$ cat src/rtl/slbm_pkg.sv
// Shared types, constants and helpers for the serial loaded bank mapper.
// No dependencies; imported by slbm_core, serial_loaded_bank_mapper and the testbench.
`default_nettype none

package slbm_pkg;

    localparam int unsigned ADDR_W      = 16;
    localparam int unsigned DATA_W      = 8;
    localparam int unsigned PRG_BANK_W  = 4;
    localparam int unsigned CHR_BANK_W  = 5;
    localparam int unsigned SHIFT_W     = 5;
    localparam int unsigned PRG_COUNT_W = 5;
    localparam int unsigned CHR_COUNT_W = 6;
    localparam int unsigned CFG_IDX_W   = 2;
    localparam int unsigned CFG_DATA_W  = 6;

    localparam logic [SHIFT_W-1:0]     SHIFT_MARKER    = 5'b10000;
    localparam logic [SHIFT_W-1:0]     CONTROL_RESET   = 5'h0C;
    localparam logic [PRG_COUNT_W-1:0] PRG_COUNT_RESET = 5'd2;
    localparam logic [CHR_COUNT_W-1:0] CHR_COUNT_RESET = 6'd1;
    localparam logic [PRG_COUNT_W-1:0] PRG_COUNT_MAX   = 5'd16;
    localparam logic [CHR_COUNT_W-1:0] CHR_COUNT_MAX   = 6'd32;

    localparam logic [CFG_IDX_W-1:0] CFG_PRG_COUNT = 2'd0;
    localparam logic [CFG_IDX_W-1:0] CFG_CHR_COUNT = 2'd1;

    typedef enum logic [1:0] {
        TGT_CONTROL = 2'd0,
        TGT_CHR0    = 2'd1,
        TGT_CHR1    = 2'd2,
        TGT_PRG     = 2'd3
    } t_target;

    localparam logic [1:0] PRG_MODE_FIX_LOWER = 2'd2;
    localparam logic [1:0] PRG_MODE_FIX_UPPER = 2'd3;

    typedef struct packed {
        logic                  handled;
        logic                  register_loaded;
        logic [PRG_BANK_W-1:0] prg_lower_bank;
        logic [PRG_BANK_W-1:0] prg_upper_bank;
        logic [CHR_BANK_W-1:0] chr_bank;
        logic [1:0]            mirror_mode;
        logic                  bank_out_of_range;
    } t_result;

    function automatic logic [PRG_COUNT_W-1:0] eff_prg_count(
        input logic [PRG_COUNT_W-1:0] count
    );
        logic [PRG_COUNT_W-1:0] eff;
        eff = count;
        if (count == '0) begin
            eff = PRG_COUNT_W'(1);
        end else if (count > PRG_COUNT_MAX) begin
            eff = PRG_COUNT_MAX;
        end
        return eff;
    endfunction

    function automatic logic [CHR_COUNT_W-1:0] eff_chr_count(
        input logic [CHR_COUNT_W-1:0] count
    );
        logic [CHR_COUNT_W-1:0] eff;
        eff = count;
        if (count == '0) begin
            eff = CHR_COUNT_W'(1);
        end else if (count > CHR_COUNT_MAX) begin
            eff = CHR_COUNT_MAX;
        end
        return eff;
    endfunction

    function automatic logic [PRG_BANK_W-1:0] last_prg_bank(
        input logic [PRG_COUNT_W-1:0] count
    );
        logic [PRG_COUNT_W-1:0] last;
        last = eff_prg_count(count) - PRG_COUNT_W'(1);
        return last[PRG_BANK_W-1:0];
    endfunction

endpackage

`default_nettype wire

$ cat src/rtl/serial_loaded_bank_mapper.sv
// Top level of the serial loaded bank mapper: handshakes, count registers
// and the result register. Depends on slbm_pkg and slbm_core.
//
// Usage:
//   Input channel: i_valid / o_stall carry one CPU write (i_addr, i_data).
//   A transfer happens at a rising edge with i_valid high and o_stall low.
//   Output channel: o_valid / i_stall carry one result per write; a
//   transfer happens with o_valid high and i_stall low.
//   Config channel: i_cfg_valid / o_cfg_ready write i_cfg_index, i_cfg_data
//   (0 = program bank count, 1 = pattern bank count); other indexes drop.
//   o_cfg_ready is always high.
//   The result is registered and appears in the cycle after the input transfer.
//   Throughput: one write per cycle while not stalled; the mapper state is
//   updated in the same cycle the write is taken, feeding the single result
//   register. When the receiver stalls, the result register holds and o_stall
//   rises only while it is full; it drops as soon as the result is taken.
//   Reset (i_rst_n low, synchronous): counts return to 2 and 1, the shift
//   port to its marker, control to PRG mode 3, banks to their defaults,
//   and the output register empties.
`default_nettype none

module serial_loaded_bank_mapper
    import slbm_pkg::*;
(
    input  wire logic                  i_clk,
    input  wire logic                  i_rst_n,
    input  wire logic                  i_valid,
    output logic                       o_stall,
    input  wire logic [ADDR_W-1:0]     i_addr,
    input  wire logic [DATA_W-1:0]     i_data,
    output logic                       o_valid,
    input  wire logic                  i_stall,
    output logic                       o_handled,
    output logic                       o_register_loaded,
    output logic [PRG_BANK_W-1:0]      o_prg_lower_bank,
    output logic [PRG_BANK_W-1:0]      o_prg_upper_bank,
    output logic [CHR_BANK_W-1:0]      o_chr_bank,
    output logic [1:0]                 o_mirror_mode,
    output logic                       o_bank_out_of_range,
    input  wire logic                  i_cfg_valid,
    output logic                       o_cfg_ready,
    input  wire logic [CFG_IDX_W-1:0]  i_cfg_index,
    input  wire logic [CFG_DATA_W-1:0] i_cfg_data
);

    logic [PRG_COUNT_W-1:0] r_prg_count;
    logic [CHR_COUNT_W-1:0] r_chr_count;
    logic                   r_out_valid;
    t_result                r_out;
    t_result                result;
    logic                   accept;

    assign o_cfg_ready = 1'b1;
    assign o_stall     = r_out_valid && i_stall;
    assign accept      = i_valid && !o_stall;

    always_ff @(posedge i_clk) begin
        if (!i_rst_n) begin
            r_prg_count <= PRG_COUNT_RESET;
            r_chr_count <= CHR_COUNT_RESET;
        end else if (i_cfg_valid && o_cfg_ready) begin
            case (i_cfg_index)
                CFG_PRG_COUNT: r_prg_count <= i_cfg_data[PRG_COUNT_W-1:0];
                CFG_CHR_COUNT: r_chr_count <= i_cfg_data[CHR_COUNT_W-1:0];
                default: begin
                end
            endcase
        end
    end

    slbm_core u_core (
        .i_clk       (i_clk),
        .i_rst_n     (i_rst_n),
        .i_load      (accept),
        .i_addr      (i_addr),
        .i_data      (i_data),
        .i_prg_count (r_prg_count),
        .i_chr_count (r_chr_count),
        .o_result    (result)
    );

    always_ff @(posedge i_clk) begin
        if (!i_rst_n) begin
            r_out_valid <= 1'b0;
        end else if (accept) begin
            r_out_valid <= 1'b1;
        end else if (!i_stall) begin
            r_out_valid <= 1'b0;
        end
    end

    always_ff @(posedge i_clk) begin
        if (accept) begin
            r_out <= result;
        end
    end

    assign o_valid             = r_out_valid;
    assign o_handled           = r_out.handled;
    assign o_register_loaded   = r_out.register_loaded;
    assign o_prg_lower_bank    = r_out.prg_lower_bank;
    assign o_prg_upper_bank    = r_out.prg_upper_bank;
    assign o_chr_bank          = r_out.chr_bank;
    assign o_mirror_mode       = r_out.mirror_mode;
    assign o_bank_out_of_range = r_out.bank_out_of_range;

endmodule

`default_nettype wire

$ cat src/rtl/slbm_core.sv
// Mapper state: serial shift port, control and bank registers, and the
// per-write result. Depends on slbm_pkg.
`default_nettype none

module slbm_core
    import slbm_pkg::*;
(
    input  wire logic                   i_clk,
    input  wire logic                   i_rst_n,
    input  wire logic                   i_load,
    input  wire logic [ADDR_W-1:0]      i_addr,
    input  wire logic [DATA_W-1:0]      i_data,
    input  wire logic [PRG_COUNT_W-1:0] i_prg_count,
    input  wire logic [CHR_COUNT_W-1:0] i_chr_count,
    output t_result                     o_result
);

    logic [SHIFT_W-1:0]    r_shift,   n_shift;
    logic [SHIFT_W-1:0]    r_control, n_control;
    logic [PRG_BANK_W-1:0] r_lower,   n_lower;
    logic [PRG_BANK_W-1:0] r_upper,   n_upper;
    logic [CHR_BANK_W-1:0] r_pattern, n_pattern;

    logic [SHIFT_W-1:0]     shifted;
    logic [PRG_COUNT_W-1:0] prg_eff;
    logic [CHR_COUNT_W-1:0] chr_eff;
    logic                   handled;
    logic                   loaded;
    logic                   oor;
    t_target                target;

    assign shifted = {i_data[0], r_shift[SHIFT_W-1:1]};
    assign prg_eff = eff_prg_count(i_prg_count);
    assign chr_eff = eff_chr_count(i_chr_count);
    assign target  = t_target'(i_addr[14:13]);

    always_comb begin
        n_shift   = r_shift;
        n_control = r_control;
        n_lower   = r_lower;
        n_upper   = r_upper;
        n_pattern = r_pattern;
        handled   = 1'b0;
        loaded    = 1'b0;
        oor       = 1'b0;
        if (i_load && i_addr[ADDR_W-1]) begin
            handled = 1'b1;
            if (i_data[DATA_W-1]) begin
                n_shift = SHIFT_MARKER;
            end else if (!r_shift[0]) begin
                n_shift = shifted;
            end else begin
                loaded  = 1'b1;
                n_shift = SHIFT_MARKER;
                case (target)
                    TGT_CONTROL: begin
                        n_control = shifted;
                        if (shifted[3:2] == PRG_MODE_FIX_LOWER) begin
                            n_lower = '0;
                        end else if (shifted[3:2] == PRG_MODE_FIX_UPPER) begin
                            n_upper = last_prg_bank(i_prg_count);
                        end
                    end
                    TGT_CHR0: begin
                        if (!r_control[4]) begin
                            n_pattern = {1'b0, shifted[SHIFT_W-1:1]};
                            oor = {1'b0, n_pattern} >= chr_eff;
                        end
                    end
                    TGT_PRG: begin
                        oor = {1'b0, shifted[PRG_BANK_W-1:0]} >= prg_eff;
                        if (r_control[3:2] == PRG_MODE_FIX_UPPER) begin
                            n_lower = shifted[PRG_BANK_W-1:0];
                        end else if (r_control[3:2] == PRG_MODE_FIX_LOWER) begin
                            n_upper = shifted[PRG_BANK_W-1:0];
                        end
                    end
                    default: begin
                    end
                endcase
            end
        end
    end

    always_ff @(posedge i_clk) begin
        if (!i_rst_n) begin
            r_shift   <= SHIFT_MARKER;
            r_control <= CONTROL_RESET;
            r_lower   <= '0;
            r_upper   <= last_prg_bank(PRG_COUNT_RESET);
            r_pattern <= '0;
        end else begin
            r_shift   <= n_shift;
            r_control <= n_control;
            r_lower   <= n_lower;
            r_upper   <= n_upper;
            r_pattern <= n_pattern;
        end
    end

    always_comb begin
        o_result.handled           = handled;
        o_result.register_loaded   = loaded;
        o_result.prg_lower_bank    = n_lower;
        o_result.prg_upper_bank    = n_upper;
        o_result.chr_bank          = n_pattern;
        o_result.mirror_mode       = n_control[1:0];
        o_result.bank_out_of_range = oor;
    end

`ifndef SYNTHESIS
    a_marker_present: assert property (@(posedge i_clk) disable iff (!i_rst_n)
        $past(i_rst_n) |-> r_shift != '0)
        else $error("shift register lost its marker bit");

    a_load_clears_shift: assert property (@(posedge i_clk) disable iff (!i_rst_n)
        loaded |=> r_shift == SHIFT_MARKER)
        else $error("shift register not cleared after a completed load");

    a_idle_holds_state: assert property (@(posedge i_clk) disable iff (!i_rst_n)
        !handled |=> $stable(r_shift) && $stable(r_control) && $stable(r_lower)
            && $stable(r_upper) && $stable(r_pattern))
        else $error("mapper state changed without a handled write");

    a_oor_needs_load: assert property (@(posedge i_clk) disable iff (!i_rst_n)
        oor |-> loaded && (target == TGT_PRG || target == TGT_CHR0))
        else $error("range flag raised outside a bank load");
`endif

endmodule

`default_nettype wire

$ cat config.mk
export PLATFORM = sky130hd
export DESIGN_NAME = serial_loaded_bank_mapper
export DESIGN_NICKNAME = d
export VERILOG_FILES = /design/src/rtl/slbm_pkg.sv /design/src/rtl/serial_loaded_bank_mapper.sv /design/src/rtl/slbm_core.sv
export SDC_FILE = /design/constraint.sdc
export NUM_CORES = 1
export LEC_CHECK = 0
export ABC_CLOCK_PERIOD_IN_PS = 2900
export BUFFER_PORTS_ARGS = -buffer_cell sky130_fd_sc_hd__buf_4
export CAP_MARGIN = 20
export CELL_PAD_IN_SITES_DETAIL_PLACEMENT = 2
export CELL_PAD_IN_SITES_GLOBAL_PLACEMENT = 2
export CORE_UTILIZATION = 30
export DETAILED_ROUTE_END_ITERATION = 6
export GPL_ROUTABILITY_DRIVEN = 0
export HOLD_SLACK_MARGIN = 0.12
export PLACE_DENSITY_LB_ADDON = 0.1
export RECOVER_POWER = 100
export SYNTH_ARGS = -nofsm -noshare
export SYNTH_HDL_FRONTEND = slang
export SYNTH_HIERARCHICAL = 1
export SYNTH_SLANG_ARGS = --single-unit
$ cat constraint.sdc
create_clock -name i_clk -period 2.9 [get_ports i_clk]
set_input_delay 0.58 -clock i_clk [delete_from_list [all_inputs] [get_ports i_clk]]
set_output_delay 0.58 -clock i_clk [all_outputs]
set_load 0.02 [all_outputs]
==> flow_metrics.py, run 1 <==
metrics = {
    "floorplanning": {
        "initial_core_util_pct": 31.1,
        "rows": 33,
        "fp.dieArea_um2": 8930,
        "core_region_area_um2": 8260,
        "die_h_um": 94.5,
        "fp.dieW_um": 94.5,
        "ios": 58,
    },
    "global_route": {
        "antenna_found_initial": 0,
        "grt_pass1_vias": 1998,
        "overflow": 0,
        "grt_max_degree": 42,
        "grt.total_usage_pct": 14.6,
        "grt_pass1_wl_mm": 9.87,
    },
    "status": {
        "status": "complete, but fails checks",
        "violations": "max-capacitance violations, max-slew violations",
    },
    "cells_and_area": {
        "multi_input_area_um2": 1180,
        "area_growth_pct": 13.2,
        "final_cells": 382,
        "fillers": 943,
        "num_antenna_cells": 0,
        "drive_gt1_share_pct": 13.7,
        "ff_latch_area_um2": 1240,
        "final_nets": 325,
    },
    "detailed_routing": {
        "drc": 0,
        "dr.pass1.iters": 4,
        "drtIter0Drc": 43,
        "wl_per_cell_um": 15.5,
        "viasPerCell": 4.93,
        "drtAntennaViolNets": 0,
        "postRouteWirelength_mm": 5.93,
        "num_vias": 1885,
    },
    "cts": {
        "cts_hold_buffers": 0,
        "ctsHtreeMaxLevel": 2,
        "clock-sinks": 53,
        "clock_path_buffers": 2,
        "clk_pin_slew_ns": 0.10,
        "cts_resized": 0,
        "cts_tree": "yes",
        "cts_setup_buffers": 0,
        "cts_made_buffers": 5,
        "ctsRootBufferMaster": "clkbuf_8",
        "insertion_delay_ns": 0.32,
    },
    "sta": {
        "finalHoldViolations": 0,
        "tightest_slew_ns": 1.59,
        "fmax_ghz": 0.422,
        "setup_tns_ns": 0,
        "finalCritPeriodShare_pct": 81.7,
        "setup_viol": 0,
        "finClkSkew_ns": 0.00564,
        "rsz0062_at_grt": "false",
        "drv_slew": 42,
        "min_period_ns": 2.37,
        "relSlewSlack_pct": -5.69,
    },
    "critical_path": {
        "cpPeakStageDelay_ns": 0.56,
        "reg2reg_from": "o_valid",
        "path_delay_family": "simple AND/OR/NAND/NOR gates",
        "crit_path_start": "i_stall",
        "cpMaxStageDelayCell": "nand4b_1",
        "cp.arrival_ns": 2.58,
        "worst-setup-path-type": "in2reg",
        "r2r_cells": 6,
        "cp_max_fo": 10,
        "startpoint_type": "primary input",
        "path_cells": "clkbuf_4 > and2_0 > nor2b_1 > nand4b_1 > nor2_4 > mux2_2 > and2_0",
        "reg2reg_to": "u_core/r_pattern[3]",
        "crit_path_frequent_cell": "and2_0",
        "r2r_slack_ns": 0.59,
        "crit_buf_inv": 1,
        "cp.required_ns": 3.11,
        "critPathCaptureType": "flop",
    },
    "synth": {
        "synth.largest_area_cell": "dfxtp_1",
        "synth_top_cell_area_share_pct": 27.3,
        "async_flop_share_pct": 0,
        "synth_fp_nets": 294,
        "syn_inst": 245,
        "ys_types": 47,
        "avgSynthCellArea_um2": 10.5,
        "yosysMostFrequentCell": "dfxtp_1",
        "synth_seq_cells": 53,
        "synth_ff_type": "dfxtp_1",
        "synth_common_cells": "dfxtp_1 (35), nand2_1 (31), edfxtp_1 (18), and2_1 (14)",
        "seq_area_frac_synth_pct": 48.4,
        "synthTopCellsByArea": "dfxtp_1 (27%), edfxtp_1 (21%), ha_1 (5.9%), nand2_1 (4.5%), mux2i_1 (3.9%)",
        "synth_edf_count": 18,
        "yosys_warnings": 6,
        "synth_area_um2": 2570,
    },
    "pwr": {
        "finalPower_w": 0.00138,
        "p_leak_nw": 1.11,
        "powerDensity_nw_per_um2": 476,
        "peakVddDrop_uv": 230,
    },
    "min_path": {
        "whs_endpoint": "o_valid",
        "holdPathStages": 2,
        "hp-class": "in2reg",
        "worstHoldStart": "i_valid",
    },
    "place": {
        "dp_hpwl_mm": 4.29,
        "portBuffers": 37,
        "dp.cells": 374,
    },
    "job": {
        "maxCapViolations": 1,
    },
}
[worst register-to-register path: stages, from the launching register on]
cell	delay, ns
dfxtp_1	0.32
and2_0	0.16
nor2b_1	0.24
nand4b_1	0.56
nor2_4	0.39
mux2_2	0.37
and2_0	0.15
[worst max path at each step]
stage | endpoint | slack (ns) | cells past startpoint
floorplan | o_chr_bank[1] | 0.34 | 5
global placement | o_chr_bank[3] | 0.63 | 6
detailed placement | u_core/r_pattern[1] | 0.62 | 7
CTS | o_bank_out_of_range | 0.92 | 8
global route | u_core/r_pattern[3] | 0.36 | 7
finish | u_core/r_pattern[3] | 0.53 | 7
[metrics by stage]
stage               setup slack (ns)  util (%)  hold WS, ns  instance area [um^2]
finish                         0.530      35.2        0.474                  2910
global route                   0.355      35.2        0.502                  2910
CTS                            0.924      36.4        0.467                  3010
detailed placement             0.619      35.3        0.468                  2910
global placement               0.629      35.3        0.449                  2910
floorplan                      0.341         -        0.436                  2570
[state kept, by name (all words and copies together) (netlist names), 5 cells and up]
name and cells:
r_chr_count 6, o_chr_bank 5, r_prg_count 5, u_core/r_control 5, u_core/r_pattern 5, u_core/r_shift 5
[layout by cell type (no fill, tap or decap), types with 5 or more instances in the layout]
cell type	netlist	final
dfxtp_1	35	35
nand2_1	31	31
clkbuf_1	5	22
edfxtp_1	18	18
buf_4	4	15
inv_1	12	12
ha_1	12	12
o21ai_0	10	11
and2_0	0	10
mux2i_1	10	10
nor2_1	8	8
nand4b_1	6	7
nand3_1	7	7
nor2b_1	6	6
clkbuf_8	0	5
nand2b_1	5	5
a22o_1	5	5
a22oi_1	5	5
mux2_2	5	5
[area by class of cell]
| class | count | share of cell area (%) |
|---|---|---|
| timing repair buffer | 38 | 6.98 |
| inverter | 13 | 1.85 |
| clock inverter | 3 | 0.861 |
| clock buffer | 5 | 2.37 |
| sequential | 53 | 42.7 |
| tap | 105 | 4.52 |
| multi-input combinational | 165 | 40.7 |
[where the power goes]
part	internal, W	switching [W]	total (W)
registers	0.000785	0.0000128	0.000798
logic	0.0000517	0.0000852	0.000137
clock network	0.000177	0.000272	0.000448
total	0.00101	0.000370	0.00138
[kinds of logic (layout without fill, tap and decap cells)]
group / Yosys count / after routing / share of synthesized area [%]
other cells: 1 / 1 / 0.146
compound gates: 43 / 43 / 12.8
mux: 15 / 15 / 6.09
simple gates: 93 / 93 / 21.5
buf+inv: 27 / 59 / 4.97
fa+ha+maj: 12 / 12 / 5.85
flops: 53 / 53 / 48.4
xor+xnor: 1 / 1 / 0.341
[layer usage]
metal / share of wire (%) / global-route usage, % / routed length [um]
met2: 52 / 26.4 / 3060
met4: 1.5 / 5.68 / 90
met5: 0 / 0 / 0
met3: 2.3 / 2.17 / 138
met1: 45 / 17.2 / 2650
Power figures use the tool's default switching activity.
==> inputs of run 2 (changes only) <==
- ABC_CLOCK_PERIOD_IN_PS: 2900 -> 2029
- clock period: 2.9 -> 2.03 ns (I/O delays scaled with it)
==> flow_metrics.py, run 2 (synthesis results as in run 1) <==
metrics = {
    "place": {
        "dp_hpwl_mm": 4.66,
        "placed_cell_area_um2": 3020,
        "portBuffers": 37,
    },
    "sta": {
        "tightest_slew_ns": 0.811,
        "finalHoldViolations": 0,
        "drv_slew": 0,
        "relSlewSlack_pct": 45.9,
        "finalCritPeriodShare_pct": 92.2,
        "fmax_ghz": 0.534,
        "min_period_ns": 1.87,
        "setup_tns_ns": 0,
        "setup_viol": 0,
        "finClkSkew_ns": 0.0140,
        "rsz0062_at_grt": "false",
    },
    "detailed_routing": {
        "wl_per_cell_um": 16.0,
        "drtIter0Drc": 38,
        "viasPerCell": 4.99,
        "postRouteWirelength_mm": 6.32,
        "dr.pass1.iters": 4,
        "num_vias": 1978,
        "drtAntennaViolNets": 0,
        "drc": 0,
    },
    "cells_and_area": {
        "multi_input_area_um2": 1180,
        "final_nets": 339,
        "num_antenna_cells": 0,
        "final_common_cell": "dfxtp_1",
        "drive_gt1_share_pct": 17.2,
        "fillers": 955,
        "top_register": "r_chr_count",
        "largest_reg_flops": 6,
        "ff_latch_area_um2": 1240,
        "layout_common_cells": "dfxtp_1 (35), nand2_1 (31), buf_4 (28), clkbuf_1 (22), edfxtp_1 (18)",
        "fin_util_pct": 36.4,
        "area_growth_pct": 17.2,
        "fin_area_um2": 3010,
    },
    "critical_path": {
        "crit_cells": 8,
        "critPathCaptureType": "flop",
        "cp.arrival_ns": 1.94,
        "cp.required_ns": 2.10,
        "path_cells": "nor3_1 > o21ai_0 > inv_1 > ha_1 > nor3b_1 > o21ai_0 > o2111ai_1 > a21oi_1",
        "cp_max_fo": 4,
        "worst-setup-path-type": "reg2reg",
        "path_delay_family": "compound AO/OA/AOI/OAI gates",
        "cpPeakStageDelay_ns": 0.41,
        "crit_path_frequent_cell": "o21ai_0",
        "r2r_cells": 8,
        "crit_buf_inv": 1,
        "cpMaxStageDelayCell": "dfxtp_1",
        "startpoint_type": "flop",
    },
    "floorplanning": {
        "die_h_um": 94.5,
        "initial_core_util_pct": 31.1,
        "ios": 58,
        "core_region_area_um2": 8260,
        "fp.dieW_um": 94.5,
        "rows": 33,
        "fp.dieArea_um2": 8930,
    },
    "cts": {
        "insertion_delay_ns": 0.31,
        "cts_tree": "yes",
        "clk_pin_slew_ns": 0.11,
        "cts_made_buffers": 5,
        "cts_hold_buffers": 0,
        "cts_setup_buffers": 0,
        "clock-sinks": 53,
        "ctsHtreeMaxLevel": 2,
        "clock_path_buffers": 2,
        "cts_resized": 0,
        "ctsRootBufferMaster": "clkbuf_8",
    },
    "pwr": {
        "p_sw_w": 0.000530,
        "p_leak_nw": 1.20,
        "sw_frac_of_total_pct": 26.7,
        "seqPwrFrac_pct": 57.2,
        "peakVddDrop_uv": 258,
        "p_int_w": 0.00146,
        "finalPower_w": 0.00199,
        "clkPwrFrac_pct": 32.1,
        "combPwrFrac_pct": 10.7,
        "powerDensity_nw_per_um2": 661,
    },
    "job": {
        "maxCapViolations": 0,
    },
    "status": {
        "status": "finished clean",
    },
    "min_path": {
        "hp-class": "in2reg",
        "holdPathStages": 2,
    },
    "global_route": {
        "grt_pass1_vias": 2055,
        "overflow": 0,
        "grt_max_degree": 42,
        "grt_pass1_wl_mm": 10.5,
        "grt.total_usage_pct": 15.6,
        "antenna_found_initial": 0,
    },
}
-- run 2: cell count changes in the layout (fill, tap and decap cells not counted), sizes merged --
cell,change
buf,+13
clkbuf,+1
clkinv,+1
inv,-1
-- run 2: area by class of cell --
| cell class | count | share of cell area [%] |
|---|---|---|
| Inverter | 13 | 1.79 |
| Tap cell | 105 | 4.37 |
| Clock inverter | 3 | 0.832 |
| Clock buffer | 5 | 2.29 |
| Multi-Input combinational cell | 165 | 39.4 |
| Timing Repair Buffer | 52 | 10.1 |
| Sequential cell | 53 | 41.3 |
-- run 2: worst paths after layout --
kind	startpoint	end	slack, ns
setup reg to reg	r_prg_count[2]	o_bank_out_of_range	0.16
hold / removal	i_valid	o_valid	0.31
setup / recovery	r_prg_count[2]	o_bank_out_of_range	0.16
hold reg to reg	u_core/r_control[4]	u_core/r_control[4]	0.48
-- run 2: routing by layer --
metal | part of all wire, % | track usage [%] | vias to the layer above
met1 | 45 | 19.3 | 996
met4 | 0.84 | 3.41 | 0
li1 | - | - | 953
met3 | 2.3 | 2.42 | 4
met2 | 51 | 28.5 | 25
met5 | 0 | 0 | -
-- run 2: power groups by stage --
stage / clock, W / sequential [W] / combinational (W)
floorplan: 0 / 0.00118 / 0.000112
global placement: 0 / 0.00116 / 0.000233
detailed placement: 0 / 0.00116 / 0.000240
CTS: 0.000676 / 0.00114 / 0.000241
global route: 0.000721 / 0.00114 / 0.000240
finish: 0.000638 / 0.00114 / 0.000213
-- run 2: through the flow --
stage                     setup slack [ns]  instances  hold WS, ns
after floorplan                    0.00702        245        0.436
after global placement               0.138        388        0.447
after detailed placement             0.105        388        0.467
after CTS                           0.0991        396        0.296
after global routing                0.0271        396        0.291
final                                0.159        396        0.308
-- run 2: worst register-to-register path: stages, from the launching register on --
cell	delay, ns
dfxtp_1	0.41
nor3_1	0.07
o21ai_0	0.30
inv_1	0.08
ha_1	0.27
nor3b_1	0.17
o21ai_0	0.12
o2111ai_1	0.11
a21oi_1	0.11
==> inputs of run 3 (changes only) <==
- CELL_PAD_IN_SITES_DETAIL_PLACEMENT: 2 -> 1
- CELL_PAD_IN_SITES_GLOBAL_PLACEMENT: 2 -> 1
==> flow_metrics.py, run 3 (synthesis results as in run 1) <==
metrics = {
    "critical_path": {
        "crit_path_start": "o_valid",
        "cp.required_ns": 2.24,
        "crit_path_frequent_cell": "and2_0",
        "path_cells": "and2_0 > nor2b_4 > nand4b_4 > clkinv_4 > o211ai_1 > a22o_1 > and2_0",
        "cpMaxStageDelayCell": "dfxtp_1",
        "critPathCaptureType": "flop",
        "path_delay_family": "simple AND/OR/NAND/NOR gates",
        "reg2reg_from": "o_valid",
        "worst-setup-path-type": "reg2reg",
        "cp.arrival_ns": 2.01,
        "startpoint_type": "flop",
        "cp_max_fo": 10,
        "cpPeakStageDelay_ns": 0.32,
        "crit_buf_inv": 1,
    },
    "cells_and_area": {
        "top_register": "r_chr_count",
        "final_nets": 335,
        "num_antenna_cells": 0,
        "drive_gt1_share_pct": 15.7,
        "final_common_cell": "dfxtp_1",
        "layout_common_cells": "dfxtp_1 (35), nand2_1 (31), buf_4 (23), clkbuf_1 (22), edfxtp_1 (18)",
        "area_growth_pct": 15.8,
        "largest_reg_flops": 6,
    },
    "sta": {
        "finalHoldViolations": 0,
        "fmax_ghz": 0.556,
        "hold_slack_ns": 0.310,
        "finClkSkew_ns": 0.00685,
        "min_period_ns": 1.80,
        "setup_tns_ns": 0,
        "rsz0062_at_grt": "false",
        "setup_viol": 0,
        "finalCritPeriodShare_pct": 88.6,
        "drv_slew": 0,
        "relSlewSlack_pct": 48.8,
        "tightest_slew_ns": 0.768,
    },
    "place": {
        "portBuffers": 37,
        "dp_hpwl_mm": 4.34,
    },
    "floorplanning": {
        "fp.dieW_um": 94.5,
        "initial_core_util_pct": 31.1,
        "core_region_area_um2": 8260,
        "rows": 33,
        "ios": 58,
        "fp.dieArea_um2": 8930,
        "die_h_um": 94.5,
    },
    "cts": {
        "insertion_delay_ns": 0.31,
        "clock_path_buffers": 2,
        "cts_setup_buffers": 0,
        "cts_resized": 0,
        "cts_hold_buffers": 0,
        "clock-sinks": 53,
        "ctsHtreeMaxLevel": 2,
        "cts_made_buffers": 5,
        "cts_tree": "yes",
        "clk_pin_slew_ns": 0.10,
        "ctsRootBufferMaster": "clkbuf_8",
    },
    "detailed_routing": {
        "wl_per_cell_um": 14.9,
        "route.met3.wl_um": 220,
        "drtAntennaViolNets": 0,
        "drtIter0Drc": 67,
        "drt-met1-wl_mm": 2.78,
        "routed.top_layer": "met4",
        "viasPerCell": 4.82,
        "drc": 0,
        "postRouteWirelength_mm": 5.85,
        "wl_met2_mm": 2.74,
        "num_vias": 1888,
        "dr.pass1.iters": 4,
    },
    "global_route": {
        "overflow": 0,
        "antenna_found_initial": 0,
        "grt_pass1_vias": 1908,
        "grt.total_usage_pct": 14.4,
        "grt_max_degree": 42,
        "grt_pass1_wl_mm": 9.69,
    },
    "min_path": {
        "hp-class": "in2reg",
        "worstHoldStart": "i_valid",
    },
    "pwr": {
        "p_leak_nw": 1.18,
        "peakVddDrop_uv": 296,
        "powerDensity_nw_per_um2": 647,
    },
    "status": {
        "status": "finished clean",
    },
    "job": {
        "maxCapViolations": 0,
    },
}
run 3: path summary, 6_finish.rpt:
check	end	slack, ns	depth (start not counted)
worst max-delay path	u_core/r_lower[1]	0.23	7
worst min register to register	u_core/r_control[4]	0.47	2
worst max register to register	u_core/r_lower[1]	0.23	7
worst min-delay path	o_valid	0.31	2
run 3: cell type report:
type | count | area (um^2)
fillers | 965 | 5290
flip-flops and latches | 53 | 1240
multi-input cells | 165 | 1190
repair buffers | 48 | 273
well taps | 105 | 131
clock buffers | 5 | 68.8
inverters | 13 | 53.8
clock inverters | 3 | 12.5
run 3: per-stage QoR:
stage / util, % / setup slack, ns / cells / total power (W) / area [um^2]
floorplan: - / 0.00702 / 245 / 0.00129 / 2580
global placement: 36.3 / 0.130 / 384 / 0.00139 / 2990
detailed placement: 36.3 / 0.117 / 384 / 0.00140 / 2990
CTS: 37.2 / 0.202 / 392 / 0.00198 / 3080
global route: 36.0 / 0.0322 / 392 / 0.00202 / 2970
finish: 36.0 / 0.232 / 392 / 0.00192 / 2970
run 3: power by group:
group          total [W]  internal (W)  switching (W)
clock network   0.000578      0.000233       0.000344
logic           0.000210     0.0000835       0.000127
registers        0.00114       0.00112      0.0000153
total            0.00192       0.00144       0.000486
run 3: routing by layer:
metal | GRT usage (%) | vias up
li1 | - | 949
met1 | 18.5 | 893
met2 | 23.4 | 36
met3 | 3.14 | 10
met4 | 5.81 | 0
met5 | 0 | -
